`config.mk`:
```
export PLATFORM = sky130hd
export DESIGN_NAME = ascon128_aead_core
export DESIGN_NICKNAME = d
export VERILOG_FILES = /design/src/rtl/ascon_pkg.sv /design/src/rtl/ascon_round.sv /design/src/rtl/ascon128_aead_core.sv
export SDC_FILE = /design/constraint.sdc
export NUM_CORES = 2
export LEC_CHECK = 0
export BUFFER_PORTS_ARGS = -buffer_cell sky130_fd_sc_hd__buf_4
export CORE_UTILIZATION = 23
export CTS_CLUSTER_SIZE = 40
export DETAILED_ROUTE_END_ITERATION = 10
export PLACE_DENSITY_LB_ADDON = 0.1
export SLEW_MARGIN = 10
export SYNTH_ARGS = -nofsm -noshare
export SYNTH_HDL_FRONTEND = slang
export SYNTH_SLANG_ARGS = --single-unit
```
`constraint.sdc`:
```
create_clock -name i_clk -period 8.3 [get_ports i_clk]
set_input_delay 0.83 -clock i_clk [delete_from_list [all_inputs] [get_ports i_clk]]
set_output_delay 0.83 -clock i_clk [all_outputs]
set_load 0.02 [all_outputs]
```
`src/rtl/ascon_pkg.sv`:
```
// Shared types, constants and round helpers for the Ascon-128 AEAD core.
package ascon_pkg;

    localparam int unsigned ROUNDS_INIT_DEF = 12;
    localparam int unsigned ROUNDS_DATA_DEF = 6;
    localparam int unsigned RATE_BYTES = 8;
    localparam logic [63:0] ASCON_IV = 64'h80400c0600000000;
    localparam logic [63:0] PAD_TOP = 64'h8000000000000000;

    localparam logic [2:0] CMD_START = 3'd0;
    localparam logic [2:0] CMD_AD    = 3'd1;
    localparam logic [2:0] CMD_ENC   = 3'd2;
    localparam logic [2:0] CMD_DEC   = 3'd3;
    localparam logic [2:0] CMD_FIN   = 3'd4;

    localparam logic CFG_KEY_HIGH = 1'b0;
    localparam logic CFG_KEY_LOW  = 1'b1;

    typedef enum logic [1:0] {
        PH_IDLE = 2'd0,
        PH_AD   = 2'd1,
        PH_MSG  = 2'd2,
        PH_DONE = 2'd3
    } t_phase;

    typedef enum logic [2:0] {
        ST_IDLE,
        ST_PERM,
        ST_OUT
    } t_state;

    typedef struct packed {
        logic [2:0]  cmd;
        logic [63:0] block;
        logic [3:0]  block_bytes;
        logic        is_last;
        logic [63:0] nonce_high;
        logic [63:0] nonce_low;
        logic [63:0] expected_high;
        logic [63:0] expected_low;
    } t_in_item;

    typedef struct packed {
        logic [63:0] out_block;
        logic [3:0]  out_bytes;
        logic [63:0] tag_high;
        logic [63:0] tag_low;
        logic        tag_match;
        logic        order_error;
    } t_out_item;

    typedef logic [4:0][63:0] t_state_words;

    // Round constant for round index r of 12.
    function automatic logic [7:0] round_const(input logic [3:0] r);
        logic [7:0] c;
        c = {4'hf - r, r};
        return c;
    endfunction

    function automatic logic [63:0] ror64(input logic [63:0] v, input int unsigned s);
        return (v >> s) | (v << (64 - s));
    endfunction

    function automatic logic [63:0] top_mask(input logic [3:0] n);
        logic [63:0] m;
        m = '0;
        for (int i = 0; i < 8; i++) begin
            if (4'(i) < n) m[63-8*i -: 8] = 8'hff;
        end
        return m;
    endfunction

    function automatic logic [63:0] pad_at(input logic [3:0] n);
        logic [63:0] p;
        p = '0;
        for (int i = 0; i < 8; i++) begin
            if (4'(i) == n) p[63-8*i] = 1'b1;
        end
        return p;
    endfunction

endpackage

```
`src/rtl/ascon_round.sv`:
```
// One Ascon permutation round: constant addition, S-box layer, linear layer.
module ascon_round
    import ascon_pkg::*;
(
    input  t_state_words i_x,
    input  logic [3:0]   i_rnd,
    output t_state_words o_x
);
    logic [63:0] x0, x1, x2, x3, x4, t0, t1, t2, t3, t4;

    always_comb begin
        x0 = i_x[0]; x1 = i_x[1]; x2 = i_x[2]; x3 = i_x[3]; x4 = i_x[4];
        x2 = x2 ^ {56'd0, round_const(i_rnd)};
        x0 = x0 ^ x4; x4 = x4 ^ x3; x2 = x2 ^ x1;
        t0 = ~x0 & x1; t1 = ~x1 & x2; t2 = ~x2 & x3; t3 = ~x3 & x4; t4 = ~x4 & x0;
        x0 = x0 ^ t1; x1 = x1 ^ t2; x2 = x2 ^ t3; x3 = x3 ^ t4; x4 = x4 ^ t0;
        x1 = x1 ^ x0; x0 = x0 ^ x4; x3 = x3 ^ x2; x2 = ~x2;
        o_x[0] = x0 ^ ror64(x0, 19) ^ ror64(x0, 28);
        o_x[1] = x1 ^ ror64(x1, 61) ^ ror64(x1, 39);
        o_x[2] = x2 ^ ror64(x2, 1) ^ ror64(x2, 6);
        o_x[3] = x3 ^ ror64(x3, 10) ^ ror64(x3, 17);
        o_x[4] = x4 ^ ror64(x4, 7) ^ ror64(x4, 41);
    end
endmodule

```
`src/rtl/ascon128_aead_core.sv`:
```
// Top level of the Ascon-128 AEAD core: command sequencer around one round unit.
//
// Channels: request channel (i_in_valid/o_in_ready, payload i_in of t_in_item),
// result channel (o_out_valid/i_out_ready, payload o_out of t_out_item), and a
// key write channel (i_cfg_valid/o_cfg_ready, index 0 key_high, 1 key_low).
// A single round unit runs one permutation round per clock.
// Work per accepted request:
//   start: a full permutation (12 rounds), no result.
//   associated data: one data permutation, or two for a full last block.
//   encrypt/decrypt: a full block runs one data permutation; a short last block none.
//   finalize: a full permutation, then the tag. Refused commands: an order error.
// Only one request is in flight; o_in_ready is low while a request is
// processed and while a result waits. A full message block passes ROUNDS_DATA
// rounds through the round unit, then the result state, then idle.
// The result is held in an output register until accepted; a stalled receiver
// stalls the core. Reset clears the state words, phase and key to zero.
module ascon128_aead_core
    import ascon_pkg::*;
#(
    parameter int unsigned ROUNDS_DATA = ROUNDS_DATA_DEF
) (
    input  logic      i_clk,
    input  logic      i_rst_n,
    input  logic      i_in_valid,
    output logic      o_in_ready,
    input  t_in_item  i_in,
    output logic      o_out_valid,
    input  logic      i_out_ready,
    output t_out_item o_out,
    input  logic      i_cfg_valid,
    output logic      o_cfg_ready,
    input  logic      i_cfg_index,
    input  logic [63:0] i_cfg_data
);
    localparam logic [3:0] DATA_START = 4'(12 - ROUNDS_DATA);

    t_state       r_state, n_state;
    t_phase       r_phase, n_phase;
    t_state_words r_x, n_x, w_rx;
    logic [63:0]  r_kh, r_kl;
    logic [3:0]   r_rnd, n_rnd;
    logic [2:0]   r_cmd, n_cmd;
    logic         r_extra, n_extra; // full last block: padding still due (AD: by a permutation)
    logic         r_emit, n_emit;
    logic [63:0]  r_exph, n_exph, r_expl, n_expl;
    t_out_item    r_out, n_out;

    ascon_round u_round (.i_x(r_x), .i_rnd(r_rnd), .o_x(w_rx));

    assign o_in_ready = (r_state == ST_IDLE);
    assign o_out_valid = (r_state == ST_OUT);
    assign o_out = r_out;
    assign o_cfg_ready = 1'b1;

    always_ff @(posedge i_clk) begin
        if (!i_rst_n) begin
            r_state <= ST_IDLE;
            r_phase <= PH_IDLE;
            r_x <= '0;
            r_kh <= '0;
            r_kl <= '0;
        end else begin
            r_state <= n_state;
            r_phase <= n_phase;
            r_x <= n_x;
            if (i_cfg_valid) begin
                if (i_cfg_index == CFG_KEY_HIGH) r_kh <= i_cfg_data;
                else r_kl <= i_cfg_data;
            end
        end
    end

    always_ff @(posedge i_clk) begin
        r_rnd <= n_rnd;
        r_cmd <= n_cmd;
        r_extra <= n_extra;
        r_emit <= n_emit;
        r_exph <= n_exph;
        r_expl <= n_expl;
        r_out <= n_out;
    end

    always_comb begin
        logic [3:0]  n;
        logic [63:0] m, blk, th, tl;
        logic        full, dec;
        n_state = r_state; n_phase = r_phase; n_x = r_x; n_rnd = r_rnd;
        n_cmd = r_cmd; n_extra = r_extra; n_emit = r_emit;
        n_exph = r_exph; n_expl = r_expl; n_out = r_out;
        n = (i_in.block_bytes > 4'd8 || !i_in.is_last) ? 4'd8 : i_in.block_bytes;
        m = top_mask(n);
        blk = i_in.block & m;
        full = (n == 4'd8);
        dec = (i_in.cmd == CMD_DEC);
        th = w_rx[3] ^ r_kh;
        tl = w_rx[4] ^ r_kl;
        unique case (r_state)
            ST_IDLE: begin
                if (i_in_valid) begin
                    n_out = '0;
                    n_cmd = i_in.cmd;
                    n_extra = 1'b0;
                    n_emit = 1'b0;
                    n_exph = i_in.expected_high;
                    n_expl = i_in.expected_low;
                    if (i_in.cmd == CMD_START) begin
                        n_x = {i_in.nonce_low, i_in.nonce_high, r_kl, r_kh, ASCON_IV};
                        n_rnd = 4'd0;
                        n_phase = PH_AD;
                        n_state = ST_PERM;
                    end else if (i_in.cmd == CMD_AD && r_phase == PH_AD) begin
                        n_rnd = DATA_START;
                        if (full) begin
                            n_x[0] = r_x[0] ^ i_in.block;
                            n_extra = i_in.is_last;
                        end else begin
                            n_x[0] = r_x[0] ^ blk ^ pad_at(n);
                        end
                        if (i_in.is_last) n_phase = PH_MSG;
                        n_state = ST_PERM;
                    end else if ((i_in.cmd == CMD_ENC || i_in.cmd == CMD_DEC) &&
                                 (r_phase == PH_AD || r_phase == PH_MSG)) begin
                        if (r_phase == PH_AD) n_x[4] = r_x[4] ^ 64'd1;
                        n_out.out_bytes = n;
                        n_out.out_block = (r_x[0] ^ blk) & m;
                        if (dec) n_x[0] = blk | (r_x[0] & ~m);
                        else n_x[0] = r_x[0] ^ blk;
                        n_phase = i_in.is_last ? PH_DONE : PH_MSG;
                        n_emit = 1'b1;
                        n_rnd = DATA_START;
                        if (full) begin
                            n_extra = i_in.is_last;
                            n_state = ST_PERM;
                        end else begin
                            n_x[0] = n_x[0] ^ pad_at(n);
                            n_state = ST_OUT;
                        end
                    end else if (i_in.cmd == CMD_FIN && r_phase == PH_DONE) begin
                        n_x[1] = r_x[1] ^ r_kh;
                        n_x[2] = r_x[2] ^ r_kl;
                        n_rnd = 4'd0;
                        n_phase = PH_IDLE;
                        n_emit = 1'b1;
                        n_state = ST_PERM;
                    end else begin
                        n_out.order_error = 1'b1;
                        n_state = ST_OUT;
                    end
                end
            end
            ST_PERM: begin
                n_x = w_rx;
                n_rnd = r_rnd + 4'd1;
                if (r_rnd == 4'd11) begin
                    if (r_cmd == CMD_START) begin
                        n_x[3] = w_rx[3] ^ r_kh;
                        n_x[4] = w_rx[4] ^ r_kl;
                        n_state = ST_IDLE;
                    end else if (r_cmd == CMD_FIN) begin
                        n_out.tag_high = th;
                        n_out.tag_low = tl;
                        n_out.tag_match = (th == r_exph) && (tl == r_expl);
                        n_state = ST_OUT;
                    end else if (r_extra && r_cmd == CMD_AD) begin
                        n_x[0] = w_rx[0] ^ PAD_TOP;
                        n_extra = 1'b0;
                        n_rnd = DATA_START;
                    end else begin
                        if (r_extra) n_x[0] = w_rx[0] ^ PAD_TOP;
                        if (r_cmd == CMD_AD && r_phase == PH_MSG)
                            n_x[4] = w_rx[4] ^ 64'd1;
                        n_state = r_emit ? ST_OUT : ST_IDLE;
                    end
                end
            end
            ST_OUT: begin
                if (i_out_ready) n_state = ST_IDLE;
            end
            default: n_state = ST_IDLE;
        endcase
    end
endmodule

```
==> qor.yml <==
ios: 599
setup_tns_ns: 0
ys.flop_type: "dfxtp_1"
r2r-start: "r_x[231]"
setup_violations: 0
hold_class: "in2reg"
synth_warnings: 0
worst-path-buf-inv: 1
drive_gt1_share_pct: 16.9
end_kind: "flip-flop"
yosys.area.top_type: "edfxtp_1"
r2r-end: "o_out[1]"
fin_crit_sh_pct: 70.9
clkTransAtPathRegs_ns: 0.07
grt_pass1_wl_microns: 507000
rsz0062_at_grt: "false"
hpwl_microns: 315000
cts_sinks: 787
ys_seq_area_share_pct: 33.8
hold_violations: 0
max-cap-violations: 1
post_cts_buffers: 0
portBuffers: 597
r2r_cells: 11
viasPerCell: 5.32
gr-usage-all-layers_pct: 30.8
synth.area.top_cells: "edfxtp_1, dfxtp_1, xnor2_1"
arrival_ns: 6.52
final_common_cell: "nand2_1"
areaGrowthSynthToFinish_pct: 22.6
grt_max_degree: 150
cts_buffers: 107
violations: "capacitance limit, slew limit"
antenna_found_initial: 31
min_path_cells: 1
syn_nets: 6875
place_congestion: 1.02
synth_edf_count: 335
crit_family: "XOR/XNOR gates"
drt_iter0_drc: 6712
hp-start: "i_in[97]"
ys_ff_latch: 787
clk_path_buf_depth: 3
core_area_sq_mm: 0.244
fin_crit_ns: 5.88
nFillCells: 26100
fin_worst_skew_ns: 0.0814
postSynthAreaPerCell_sq_um: 8.90
nets: 7358
first_global_vias: 50500
overflow: 0
drv_slew: 2
reg2reg_slack_ns: 2.42
ant_nets: 0
hold_buffers: 0
die_h_microns: 498
critPathSlowestCell: "nor4_1"
crit_top_cell: "xor2_1"
routed_wl_microns: 394000
htree_levels: 3
first_pass_iters: 6
rows: 181
ys_types: 91
cts_root_buf: "clkbuf_16"
cts_tree: "yes"
critPathRequiredTime_ns: 8.94
outcome: "finished, violations left"
cpPeakStageDelay_ns: 0.93
cts_resized: 0
route.detailed.drc: 0
start_util_pct: 23.2
path_cells: "inv_1 > ha_1 > xor2_1 > xor2_1 > xnor2_1 > xnor2_1 > xor2_1 > o221ai_1 > nor4_1 > nand4_1 > nor4_2"
routedWlPerCell_microns: 38.8
yosys.area.top_type_share_pct: 17.8
tightest_slew_ns: 1.63
synth_area_sq_mm: 0.0565
clk_latency_ns: 0.83
syn_inst: 6344
die-area_sq_mm: 0.248
hold_path_end: "r_exph[33]"
slew_headroom_pct: -9.41
async_flop_share_pct: 0
layout_common_cells: "nand2_1, buf_4, xnor2_1"
fmax_mhz: 170
dieWidth_microns: 498
path_max_fanout: 5
crit_path_start_kind: "flip-flop"
vias: 53900
worstSetupPathType: "reg2reg"
-- layout make-up --
type	count	area [sq um]	area share (%)
Timing Repair Buffer	833	6360	9.18
Antenna cell	8	20.0	0.0289
Sequential cell	787	19100	27.6
Clock inverter	74	980	1.41
Multi-Input combinational cell	4908	35200	50.8
Inverter	190	718	1.04
Tap cell	3202	4010	5.79
Clock buffer	130	2850	4.12
-- sequential cells by signal, summed over array words and instances, names as in the netlist, 2 cells and up --
name and flops:
r_cmd 3, r_kl 64, r_state 2, o_out 198, r_phase 2, r_expl 64, r_exph 64, r_kh 64
r_x 320, r_rnd 4
-- Yosys cell counts (41+ instances only) --
master / n
o21ai_0: 350
nand2_1: 882
buf_1: 42
xnor3_1: 79
o211ai_1: 164
edfxtp_1: 335
xnor2_1: 843
o21a_1: 63
mux2i_1: 67
nor2_1: 406
ha_1: 133
clkbuf_1: 356
xor2_1: 494
a221oi_1: 41
o211a_1: 79
a311oi_1: 49
a21oi_1: 349
a31oi_1: 105
dfxtp_1: 452
nand3_1: 160
o221ai_1: 57
inv_1: 189
buf_2: 44
-- metal layers --
layer,global-route usage (%),part of all wire [%]
met5,0,0.020
met4,18.7,7.1
met3,5.13,7.3
met2,44.7,41
met1,42.3,44
-- cell families after synthesis --
| group | Yosys count | share of synthesized area (%) |
|---|---|---|
| simple gates | 1719 | 13.3 |
| xor+xnor | 1500 | 26.7 |
| compound gates | 1465 | 17.1 |
| flops | 787 | 33.8 |
| buf+inv | 649 | 4.54 |
| fa+ha+maj | 152 | 3.29 |
| mux | 71 | 1.27 |
| other cells | 1 | 0.00664 |
-- through the flow --
step	area, sq um	hold slack [ns]	util (%)	setup WS (ns)	std cells
floorplan	56500	0.472	-	0.449	6344
global placement	65400	0.487	26.8	2.60	9920
detailed placement	65400	0.492	26.8	2.53	9920
CTS	69200	0.138	28.4	2.50	10100
global route	69200	0.161	28.4	2.44	10100
finish	69300	0.179	28.4	2.42	10100
-- worst max-delay path by stage --
| stage | depth (start not counted) | slack [ns] | from | to |
|---|---|---|---|---|
| floorplan | 4 | 0.45 | r_rnd[0] | o_out[100] |
| global placement | 11 | 2.60 | r_x[231] | o_out[1] |
| detailed placement | 11 | 2.53 | r_x[231] | o_out[1] |
| CTS | 11 | 2.50 | r_x[231] | o_out[1] |
| global route | 11 | 2.44 | r_x[231] | o_out[1] |
| finish | 11 | 2.42 | r_x[231] | o_out[1] |
Power is left out: the tool's default activity adds up to more than one toggle a clock period on the data nets, which glitch-free logic cannot reach.
